**src/sv/esp_pkg.sv**
```systemverilog
// Shared types, codes and command/status structures for the elevator sweep planner.
// Has no dependencies; every other file of the block imports it.
package esp_pkg;

    localparam int FLOORS  = 16;
    localparam int FLR_W   = $clog2(FLOORS);
    localparam int CNT_W   = $clog2(FLOORS + 1);
    localparam int DIST_W  = 6;
    localparam int FIELD_W = 5;

    typedef logic [FLR_W-1:0]   t_flr;
    typedef logic [1:0]         t_code;
    typedef logic [CNT_W-1:0]   t_cnt;
    typedef logic [DIST_W-1:0]  t_dist;
    typedef logic [FIELD_W-1:0] t_field;
    typedef logic [1:0]         t_action;

    // Stop codes held per floor.
    localparam t_code CODE_NONE = 2'd0;
    localparam t_code CODE_UP   = 2'd1;
    localparam t_code CODE_ANY  = 2'd2;
    localparam t_code CODE_DOWN = 2'd3;

    // Request kinds.
    localparam t_action ACT_CAB  = 2'd0;
    localparam t_action ACT_UP   = 2'd1;
    localparam t_action ACT_DOWN = 2'd2;
    localparam t_action ACT_RUN  = 2'd3;

    typedef struct packed {
        logic in_ready;
        logic apply_req;
        logic start;
        logic step_cost;
        logic step_emit;
        logic choose;
        logic finish;
    } t_cmd;

    typedef struct packed {
        logic in_valid;
        logic in_run;
        logic any_pending;
        logic out_free;
        logic cost_done;
        logic sel_done;
    } t_sts;

endpackage

```
**src/sv/esp_walk.sv**
```systemverilog
// Sweep walker: steps one floor per cycle while i_step is high, through one three-sweep plan.
// Depends on esp_pkg for floor, code, count and distance types.
module esp_walk import esp_pkg::*; (
    input  logic                  i_clk,
    input  logic                  i_rst_n,
    input  logic                  i_plan,
    input  logic                  i_start,
    input  logic                  i_step,
    input  t_code [FLOORS-1:0]    i_codes,
    input  t_flr                  i_cur,
    input  t_flr                  i_lo,
    input  t_flr                  i_hi,
    output logic                  o_done,
    output logic                  o_hit,
    output t_flr                  o_floor,
    output logic                  o_up,
    output t_dist                 o_dist,
    output t_flr                  o_pos,
    output t_cnt                  o_hits
);

    logic [1:0]        r_phase, n_phase;
    t_flr              r_l, n_l;
    logic              r_done, n_done;
    logic [FLOORS-1:0] r_used, n_used;
    t_flr              r_pos, n_pos;
    t_dist             r_dist, n_dist;
    t_cnt              r_hits, n_hits;

    logic  up;
    t_flr  target;
    t_code code;
    logic  hit;
    t_flr  delta;

    always_comb begin
        // Plan 0 sweeps down, up, down; plan 1 sweeps up, down, up.
        up = i_plan ? (r_phase != 2'd1) : (r_phase == 2'd1);
        case (r_phase)
            2'd0:    target = i_plan ? i_hi : i_lo;
            2'd1:    target = i_plan ? i_lo : i_hi;
            default: target = i_cur;
        endcase
        code  = i_codes[r_l];
        hit   = !r_done && !r_used[r_l] &&
                (up ? (code == CODE_UP   || code == CODE_ANY)
                    : (code == CODE_DOWN || code == CODE_ANY));
        delta = (r_l > r_pos) ? (r_l - r_pos) : (r_pos - r_l);
    end

    always_comb begin
        n_phase = r_phase;
        n_l     = r_l;
        n_done  = r_done;
        n_used  = r_used;
        n_pos   = r_pos;
        n_dist  = r_dist;
        n_hits  = r_hits;
        if (i_start) begin
            n_phase = 2'd0;
            n_l     = i_cur;
            n_done  = 1'b0;
            n_used  = '0;
            n_pos   = i_cur;
            n_dist  = '0;
            n_hits  = '0;
        end else if (i_step && !r_done) begin
            if (hit) begin
                n_used[r_l] = 1'b1;
                // Three sweeps over the floors never exceed the six-bit range.
                n_dist = r_dist + t_dist'(delta);
                n_pos  = r_l;
                n_hits = r_hits + t_cnt'(1);
            end
            if (r_l == target) begin
                if (r_phase == 2'd2) begin
                    n_done = 1'b1;
                end else begin
                    n_phase = r_phase + 2'd1;
                end
            end else if (up) begin
                n_l = r_l + t_flr'(1);
            end else begin
                n_l = r_l - t_flr'(1);
            end
        end
    end

    always_ff @(posedge i_clk) begin
        if (!i_rst_n) begin
            r_phase <= 2'd0;
            r_done  <= 1'b1;
        end else begin
            r_phase <= n_phase;
            r_done  <= n_done;
        end
        r_l    <= n_l;
        r_used <= n_used;
        r_pos  <= n_pos;
        r_dist <= n_dist;
        r_hits <= n_hits;
    end

    assign o_done  = r_done;
    assign o_hit   = hit;
    assign o_floor = r_l;
    assign o_up    = up;
    assign o_dist  = r_dist;
    assign o_pos   = r_pos;
    assign o_hits  = r_hits;

endmodule

```
**src/sv/esp_ctrl.sv**
```systemverilog
// Controller state machine: sequences requests, plan costing and stop emission.
// Depends on esp_pkg for the command and status structures.
module esp_ctrl import esp_pkg::*; (
    input  logic i_clk,
    input  logic i_rst_n,
    input  t_sts i_sts,
    output t_cmd o_cmd
);

    localparam logic [1:0] ST_IDLE = 2'd0;
    localparam logic [1:0] ST_COST = 2'd1;
    localparam logic [1:0] ST_EMIT = 2'd2;

    logic [1:0] r_state, n_state;

    always_comb begin
        n_state = r_state;
        o_cmd   = '0;
        case (r_state)
            ST_IDLE: begin
                o_cmd.in_ready = 1'b1;
                if (i_sts.in_valid) begin
                    if (!i_sts.in_run) begin
                        o_cmd.apply_req = 1'b1;
                    end else if (i_sts.any_pending) begin
                        o_cmd.start = 1'b1;
                        n_state     = ST_COST;
                    end
                end
            end
            ST_COST: begin
                if (i_sts.cost_done) begin
                    // Latch the cheaper plan and rewind the walkers to replay it.
                    o_cmd.choose = 1'b1;
                    o_cmd.start  = 1'b1;
                    n_state      = ST_EMIT;
                end else begin
                    o_cmd.step_cost = 1'b1;
                end
            end
            ST_EMIT: begin
                if (i_sts.sel_done) begin
                    o_cmd.finish = 1'b1;
                    n_state      = ST_IDLE;
                end else begin
                    o_cmd.step_emit = i_sts.out_free;
                end
            end
            default: begin
                n_state = ST_IDLE;
            end
        endcase
    end

    always_ff @(posedge i_clk) begin
        if (!i_rst_n) begin
            r_state <= ST_IDLE;
        end else begin
            r_state <= n_state;
        end
    end

endmodule

```
**src/sv/esp_dp.sv**
```systemverilog
// Datapath: stop map, car position and pending range, two plan walkers and the
// output register. Depends on esp_pkg and instantiates esp_walk twice.
module esp_dp import esp_pkg::*; (
    input  logic    i_clk,
    input  logic    i_rst_n,
    input  t_cmd    i_cmd,
    output t_sts    o_sts,
    input  logic    i_s_tvalid,
    input  t_action i_action,
    input  t_field  i_floor,
    input  logic    i_cfg_valid,
    input  t_field  i_cfg_data,
    output logic    o_m_tvalid,
    input  logic    i_m_tready,
    output t_field  o_stop_floor,
    output logic    o_moving_up,
    output logic    o_pathway,
    output t_dist   o_distance,
    output logic    o_last
);

    t_code [FLOORS-1:0] r_map, n_map;
    t_flr               r_cur, n_cur;
    t_flr               r_lo, n_lo;
    t_flr               r_hi, n_hi;
    logic               r_path;
    t_dist              r_dsel;
    t_cnt               r_csel;
    t_flr               r_endpos;
    logic               r_mv;
    t_field             r_floor;
    logic               r_up;
    logic               r_last;
    logic               r_opath;
    t_dist              r_odist;

    t_code [FLOORS-1:0] eff_codes;
    logic               any_pending;
    logic               req_ok;
    t_flr               req_flr;
    t_code              req_code;
    logic               cfg_ok;
    t_flr               cfg_flr;
    logic               out_free;
    logic               load;

    logic  done0, done1, hit0, hit1, up0, up1;
    t_flr  floor0, floor1, pos0, pos1;
    t_dist dist0, dist1;
    t_cnt  hits0, hits1;

    logic  sel_hit, sel_up, sel_done;
    t_flr  sel_floor;
    t_cnt  sel_hits;

    // The run turns both ends of the pending range (r_lo and r_hi) into either-way stops.
    always_comb begin
        any_pending = 1'b0;
        for (int i = 0; i < FLOORS; i++) begin
            eff_codes[i] = (t_flr'(i) == r_lo || t_flr'(i) == r_hi) ? CODE_ANY : r_map[i];
            any_pending  = any_pending | (r_map[i] != CODE_NONE);
        end
    end

    always_comb begin
        req_ok  = (i_floor != '0) && (i_floor <= t_field'(FLOORS));
        req_flr = t_flr'(i_floor - t_field'(1));
        case (i_action)
            ACT_CAB:  req_code = CODE_ANY;
            ACT_UP:   req_code = CODE_UP;
            default:  req_code = CODE_DOWN;
        endcase
        cfg_ok  = (i_cfg_data != '0) && (i_cfg_data <= t_field'(FLOORS));
        cfg_flr = t_flr'(i_cfg_data - t_field'(1));
    end

    always_comb begin
        n_map = r_map;
        n_cur = r_cur;
        n_lo  = r_lo;
        n_hi  = r_hi;
        if (i_cmd.apply_req && req_ok) begin
            n_map[req_flr] = req_code;
            if (req_flr > r_hi) begin
                n_hi = req_flr;
            end
            if (req_flr < r_lo) begin
                n_lo = req_flr;
            end
        end
        if (i_cmd.finish) begin
            n_map = '0;
            n_cur = r_endpos;
            n_lo  = r_endpos;
            n_hi  = r_endpos;
        end
        if (i_cfg_valid && cfg_ok) begin
            n_cur = cfg_flr;
            n_lo  = cfg_flr;
            n_hi  = cfg_flr;
        end
    end

    esp_walk u_walk0 (
        .i_clk   (i_clk),
        .i_rst_n (i_rst_n),
        .i_plan  (1'b0),
        .i_start (i_cmd.start),
        .i_step  (i_cmd.step_cost | i_cmd.step_emit),
        .i_codes (eff_codes),
        .i_cur   (r_cur),
        .i_lo    (r_lo),
        .i_hi    (r_hi),
        .o_done  (done0),
        .o_hit   (hit0),
        .o_floor (floor0),
        .o_up    (up0),
        .o_dist  (dist0),
        .o_pos   (pos0),
        .o_hits  (hits0)
    );

    esp_walk u_walk1 (
        .i_clk   (i_clk),
        .i_rst_n (i_rst_n),
        .i_plan  (1'b1),
        .i_start (i_cmd.start),
        .i_step  (i_cmd.step_cost | i_cmd.step_emit),
        .i_codes (eff_codes),
        .i_cur   (r_cur),
        .i_lo    (r_lo),
        .i_hi    (r_hi),
        .o_done  (done1),
        .o_hit   (hit1),
        .o_floor (floor1),
        .o_up    (up1),
        .o_dist  (dist1),
        .o_pos   (pos1),
        .o_hits  (hits1)
    );

    always_comb begin
        sel_hit   = r_path ? hit1   : hit0;
        sel_up    = r_path ? up1    : up0;
        sel_done  = r_path ? done1  : done0;
        sel_floor = r_path ? floor1 : floor0;
        sel_hits  = r_path ? hits1  : hits0;
        out_free  = !r_mv || i_m_tready;
        load      = i_cmd.step_emit && sel_hit;
    end

    always_ff @(posedge i_clk) begin
        if (!i_rst_n) begin
            r_map <= '0;
            r_cur <= '0;
            r_lo  <= '0;
            r_hi  <= '0;
            r_mv  <= 1'b0;
        end else begin
            r_map <= n_map;
            r_cur <= n_cur;
            r_lo  <= n_lo;
            r_hi  <= n_hi;
            if (load) begin
                r_mv <= 1'b1;
            end else if (i_m_tready) begin
                r_mv <= 1'b0;
            end
        end
    end

    always_ff @(posedge i_clk) begin
        if (!i_rst_n) begin
            r_path <= 1'b0;
        end else if (i_cmd.choose) begin
            // Plan 1 wins ties.
            r_path <= !(dist0 < dist1);
        end
        if (i_cmd.choose) begin
            r_dsel   <= (dist0 < dist1) ? dist0 : dist1;
            r_csel   <= (dist0 < dist1) ? hits0 : hits1;
            r_endpos <= (dist0 < dist1) ? pos0  : pos1;
        end
        // The plan fields travel with the stop, so a stalled stop keeps them
        // while the next run is already being costed.
        if (load) begin
            r_floor <= t_field'(sel_floor) + t_field'(1);
            r_up    <= sel_up;
            r_last  <= (sel_hits == r_csel - t_cnt'(1));
            r_opath <= r_path;
            r_odist <= r_dsel;
        end
    end

    always_comb begin
        o_sts.in_valid    = i_s_tvalid;
        o_sts.in_run      = (i_action == ACT_RUN);
        o_sts.any_pending = any_pending;
        o_sts.out_free    = out_free;
        o_sts.cost_done   = done0 && done1;
        o_sts.sel_done    = sel_done;
    end

    assign o_m_tvalid   = r_mv;
    assign o_stop_floor = r_floor;
    assign o_moving_up  = r_up;
    assign o_pathway    = r_opath;
    assign o_distance   = r_odist;
    assign o_last       = r_last;

endmodule

```
**src/sv/elevator_sweep_planner.sv**
```systemverilog
// Elevator sweep planner, top level: joins the controller and the datapath.
// Depends on esp_pkg, esp_ctrl, esp_dp (and through it esp_walk).
//
// Usage: the slave stream carries requests, tuser the action (cab, up call,
// down call, run) and tdata the floor. A cab or call request is applied in the
// idle state and leaves o_s_tready high, so requests can stream in one per cycle.
// A run with stops pending drops o_s_tready until its plan is served: both plans
// are walked side by side, one floor per cycle, then the cheaper plan is picked;
// the chosen plan is then replayed floor by floor, one floor per cycle while the
// output register is free, emitting each stop on the master stream with tlast
// on the final one. Back-pressure on the master side stalls the replay, never
// loses a stop. The first stop is loaded into the output register when the
// replay steps on the first stop floor. A run with nothing pending is accepted
// and yields nothing. The configuration channel is always ready and sets the
// car floor and the pending range when its value is a valid floor.
// Reset (synchronous, active low) clears all stops and parks the car on floor 1.
module elevator_sweep_planner import esp_pkg::*; (
    input  logic        i_clk,
    input  logic        i_rst_n,
    input  logic        i_s_tvalid,
    output logic        o_s_tready,
    input  logic [7:0]  i_s_tdata,   // [4:0] floor, [7:5] zero
    input  logic [1:0]  i_s_tuser,   // [1:0] action
    output logic        o_m_tvalid,
    input  logic        i_m_tready,
    output logic [15:0] o_m_tdata,   // [4:0] stop_floor, [5] moving_up, [6] pathway,
                                     // [12:7] distance_total, [15:13] zero
    output logic        o_m_tlast,
    input  logic        i_cfg_valid,
    output logic        o_cfg_ready,
    input  logic [4:0]  i_cfg_data   // start_floor
);

    t_cmd   cmd;
    t_sts   sts;
    t_field stop_floor;
    logic   moving_up;
    logic   pathway;
    t_dist  distance;

    esp_ctrl u_ctrl (
        .i_clk   (i_clk),
        .i_rst_n (i_rst_n),
        .i_sts   (sts),
        .o_cmd   (cmd)
    );

    esp_dp u_dp (
        .i_clk        (i_clk),
        .i_rst_n      (i_rst_n),
        .i_cmd        (cmd),
        .o_sts        (sts),
        .i_s_tvalid   (i_s_tvalid),
        .i_action     (i_s_tuser),
        .i_floor      (i_s_tdata[4:0]),
        .i_cfg_valid  (i_cfg_valid),
        .i_cfg_data   (i_cfg_data),
        .o_m_tvalid   (o_m_tvalid),
        .i_m_tready   (i_m_tready),
        .o_stop_floor (stop_floor),
        .o_moving_up  (moving_up),
        .o_pathway    (pathway),
        .o_distance   (distance),
        .o_last       (o_m_tlast)
    );

    assign o_s_tready  = cmd.in_ready;
    assign o_cfg_ready = 1'b1;
    assign o_m_tdata   = {3'b000, distance, pathway, moving_up, stop_floor};

    // The replay only advances when the output register can take a stop.
    a_no_overrun: assert property (@(posedge i_clk) disable iff (!i_rst_n)
        cmd.step_emit |-> (!o_m_tvalid || i_m_tready))
        else $error("replay stepped while the output register was blocked");

    // Every emitted stop names a real floor.
    a_floor_range: assert property (@(posedge i_clk) disable iff (!i_rst_n)
        o_m_tvalid |-> (stop_floor != '0 && stop_floor <= t_field'(FLOORS)))
        else $error("stop floor out of range");

    // No new request is taken while a run is being planned or served.
    a_busy_hold: assert property (@(posedge i_clk) disable iff (!i_rst_n)
        (cmd.start && !cmd.choose) |=> !o_s_tready)
        else $error("input accepted during a run");

endmodule
```
**config.mk**
```make
export PLATFORM = sky130hd
export DESIGN_NAME = elevator_sweep_planner
export DESIGN_NICKNAME = d
export VERILOG_FILES = /design/src/sv/esp_pkg.sv /design/src/sv/esp_walk.sv /design/src/sv/esp_ctrl.sv /design/src/sv/esp_dp.sv /design/src/sv/elevator_sweep_planner.sv
export SDC_FILE = /design/constraint.sdc
export NUM_CORES = 1
export LEC_CHECK = 0
export BUFFER_PORTS_ARGS = -buffer_cell sky130_fd_sc_hd__buf_2
export CAP_MARGIN = 20
export CORE_MARGIN = 1.5
export CORE_UTILIZATION = 28
export CTS_CLUSTER_DIAMETER = 50
export DETAILED_ROUTE_END_ITERATION = 8
export GPL_TIMING_DRIVEN = 1
export SKIP_CTS_REPAIR_TIMING = 1
export SLEW_MARGIN = 30
export SYNTH_ARGS = -nofsm -noshare
export SYNTH_HDL_FRONTEND = slang
export SYNTH_SLANG_ARGS = --single-unit
```
**constraint.sdc**
```tcl
create_clock -name i_clk -period 5.86 [get_ports i_clk]
set_clock_uncertainty 0.2 [all_clocks]
set_input_delay 1.172 -clock i_clk [delete_from_list [all_inputs] [get_ports i_clk]]
set_output_delay 1.172 -clock i_clk [all_outputs]
set_load 0.02 [all_outputs]
```
==> reports/results.ini <==
[cts]
clock_latency_ns=0.44
cts_made_buffers=17
clkTransAtPathRegs_ns=0.07
clockBufferDepth=2
cts_max_level=4
cts_root_buf=clkbuf_16
cts_tree=built
clock_sinks=153

[synth]
synthTopCellsByArea=dfxtp_1, edfxtp_1, ha_1, mux2i_1, nor2_1
yosys.area.top_type=dfxtp_1
synth_edf_count=45
synth_top_area_share_pct=22.8
async_reset_ff_share_pct=0
syn_area_sq_um=9470
syn_avg_cell_area_sq_um=9.19
synth.distinct_cells=83
syn_inst=1030
synth.most_common_cell=nor2_1
seq_area_frac_synth_pct=37.1
yosysWarnings=0
yosys_register_bits=153
ys.flop_type=dfxtp_1
synth_common_cells=nor2_1, dfxtp_1, nand2_1, mux2i_1, ha_1

[worst_setup_path]
worstSetupStartpointType=register
cp_max_fo=20
worstPathArrival_ns=3.92
path_delay_family=compound AO/OA/AOI/OAI gates
rrSetupSlack_ns=1.91
cp_slowest_cell=dfxtp_1
path_common_cell=nor3_1
cp_num_buf_inv=1
cp_slowest_stage_delay_ns=0.79
endpoint_kind=register
cp.depth=10
critPathKind=reg2reg
worstRegToRegCells=10
crit_chain=and4b_1 > nor3_1 > a211oi_1 > a2111oi_0 > a22oi_1 > xnor2_2 > nor3_1 > mux2i_1 > nor3_2 > buf_4
crit_required_ns=5.84

[placement]
io_buffer_count=32
placed_area_sq_um=9970
hpwlAfterDp_um=18100
gp_congestion=0.884

[outcome]
outcome=finished clean

[sta]
min_period_over_period_pct=67.3
tns_ns=0
period_minus_slack_ns=3.95
slew_headroom_pct=36.1
fmax_mhz=253
final-max-slew-violation-count=0
worst_pin_slew_ns=0.958
hold_viol=0
setup_viol=0
rsz0062_at_grt=false

[layout]
stdcell_area_sq_um=10500
fillCellCount=3450
num_antenna_cells=0
final_nets=1108
area_delta_synth_final_pct=11.3
drive_above_1_share_pct=10.9

[detailed_routing]
via_per_inst=5.11
ant_nets=0
drcViolationCount=0
firstDrtPassIters=5
wl_per_cell_um=16.8
first_iter_violations=680
routed_wl_um=25000
vias=7604

[floorplan]
core_sq_um=33400
die_h_um=187
rows=67
dieArea_sq_um=34900
ios=40
initial_core_util_pct=28.3
die_w_um=187

[hold_path]
hp-class=reg2reg
hold_depth=0

[run]
cap_violations=0

[global_routing]
grt_usage_pct=14.3
grt_max_degree=48
grt_pass1_wl_um=39900
grt-ovfl-total=0
grt_pass1_vias=7207
grt_antenna_before_repair=0

[pwr]
vdd_drop_max_uv=228
power.density_nw_per_um2=246
p_leak_nw=4.07

[area by class of cell]
| class | instances | area [sq um] | area share, % |
|---|---|---|---|
| timing repair buffer | 41 | 228 | 2.16 |
| inverter | 54 | 203 | 1.92 |
| clock inverter | 15 | 140 | 1.33 |
| multi-input combinational | 759 | 5470 | 51.9 |
| clock buffer | 17 | 425 | 4.04 |
| tap | 448 | 561 | 5.32 |
| sequential | 153 | 3510 | 33.3 |
[placed cells by master, fill, tap and decap left out, types with 13 or more instances in the layout]
cell and instances:
a211oi_1 13, a21o_1 15, nand3_1 25, ha_1 54, nor3_1 17, nor2b_1 15
edfxtp_1 45, a31oi_1 27, a21oi_1 43, xnor2_1 38, nand2_1 67, mux2i_1 60
buf_2 32, inv_1 53, dfxtp_1 108, nor2_1 139, nor4_1 16, clkbuf_16 17
o21ai_0 42
[layer usage]
layer / track usage [%] / vias to the layer above / wire length (um)
met1: 20.4 / 3592 / 12200
met5: 0 / - / 0
met2: 22.2 / 247 / 11000
li1: - / 3731 / -
met4: 4.28 / 0 / 403
met3: 2.36 / 34 / 1380
[sequential cells by signal (all words and copies together) (netlist names), 2 cells and up]
| signal | count |
|---|---|
| u_ctrl.r_state | 2 |
| u_dp.u_walk1.o_hits | 5 |
| u_dp.u_walk1.o_pos | 4 |
| u_dp.r_csel | 5 |
| u_dp.o_distance | 6 |
| u_dp.r_hi | 4 |
| u_dp.u_walk0.o_dist | 6 |
| u_dp.r_dsel | 6 |
| u_dp.u_walk1.o_dist | 6 |
| u_dp.r_lo | 4 |
| u_dp.u_walk0.o_pos | 4 |
| u_dp.u_walk1.o_floor | 4 |
| u_dp.r_map | 32 |
| u_dp.u_walk0.o_floor | 4 |
| u_dp.u_walk1.r_phase | 2 |
| u_dp.o_stop_floor | 5 |
| u_dp.u_walk1.r_used | 16 |
| u_dp.r_endpos | 4 |
| u_dp.u_walk0.o_hits | 5 |
| u_dp.u_walk0.r_used | 16 |
| u_dp.u_walk0.r_phase | 2 |
| u_dp.r_cur | 4 |
[worst reg2reg max path, stage by stage, from the launching register on]
cell	delay, ns
dfxtp_1	0.79
and4b_1	0.30
nor3_1	0.36
a211oi_1	0.16
a2111oi_0	0.49
a22oi_1	0.19
xnor2_2	0.55
nor3_1	0.11
mux2i_1	0.25
nor3_2	0.08
buf_4	0.20
[cells by family after synthesis]
logic type	after synthesis	synth area share [%]
XOR/XNOR	49	4.69
other	2	0.0793
buffers and inverters	120	5.46
AO/OA/AOI/OAI	215	15.8
AND/OR/NAND/NOR	351	18.3
multiplexers	78	9.67
flip-flops	153	37.1
adder cells (fa/ha/maj)	62	8.83
[worst paths after layout]
check                      start                    to
setup / recovery    u_dp.r_lo[3]  u_dp.o_stop_floor[1]
hold / removal    u_dp.r_dsel[3]    u_dp.o_distance[3]
setup reg to reg    u_dp.r_lo[3]  u_dp.o_stop_floor[1]
hold reg to reg   u_dp.r_dsel[3]    u_dp.o_distance[3]
[per-stage QoR]
step	setup slack [ns]	util (%)	hold WS, ns	cells	power, mW
after floorplan	1.97	-	0.200	1032	1.43
after global placement	1.94	29.8	0.203	1455	1.51
after detailed placement	1.94	29.8	0.205	1455	1.52
after CTS	1.93	31.5	0.220	1487	2.61
after global routing	1.64	31.5	0.226	1487	2.70
final	1.91	31.5	0.218	1487	2.60
[power by group]
group          switching [mW]  internal [mW]  leakage (nW)
Sequential             0.0516           1.11          1.27
Combinational           0.206          0.133          2.52
Clock                   0.499          0.594         0.278
Total                   0.757           1.84          4.07
No activity file was read; power rests on OpenSTA's default activity.
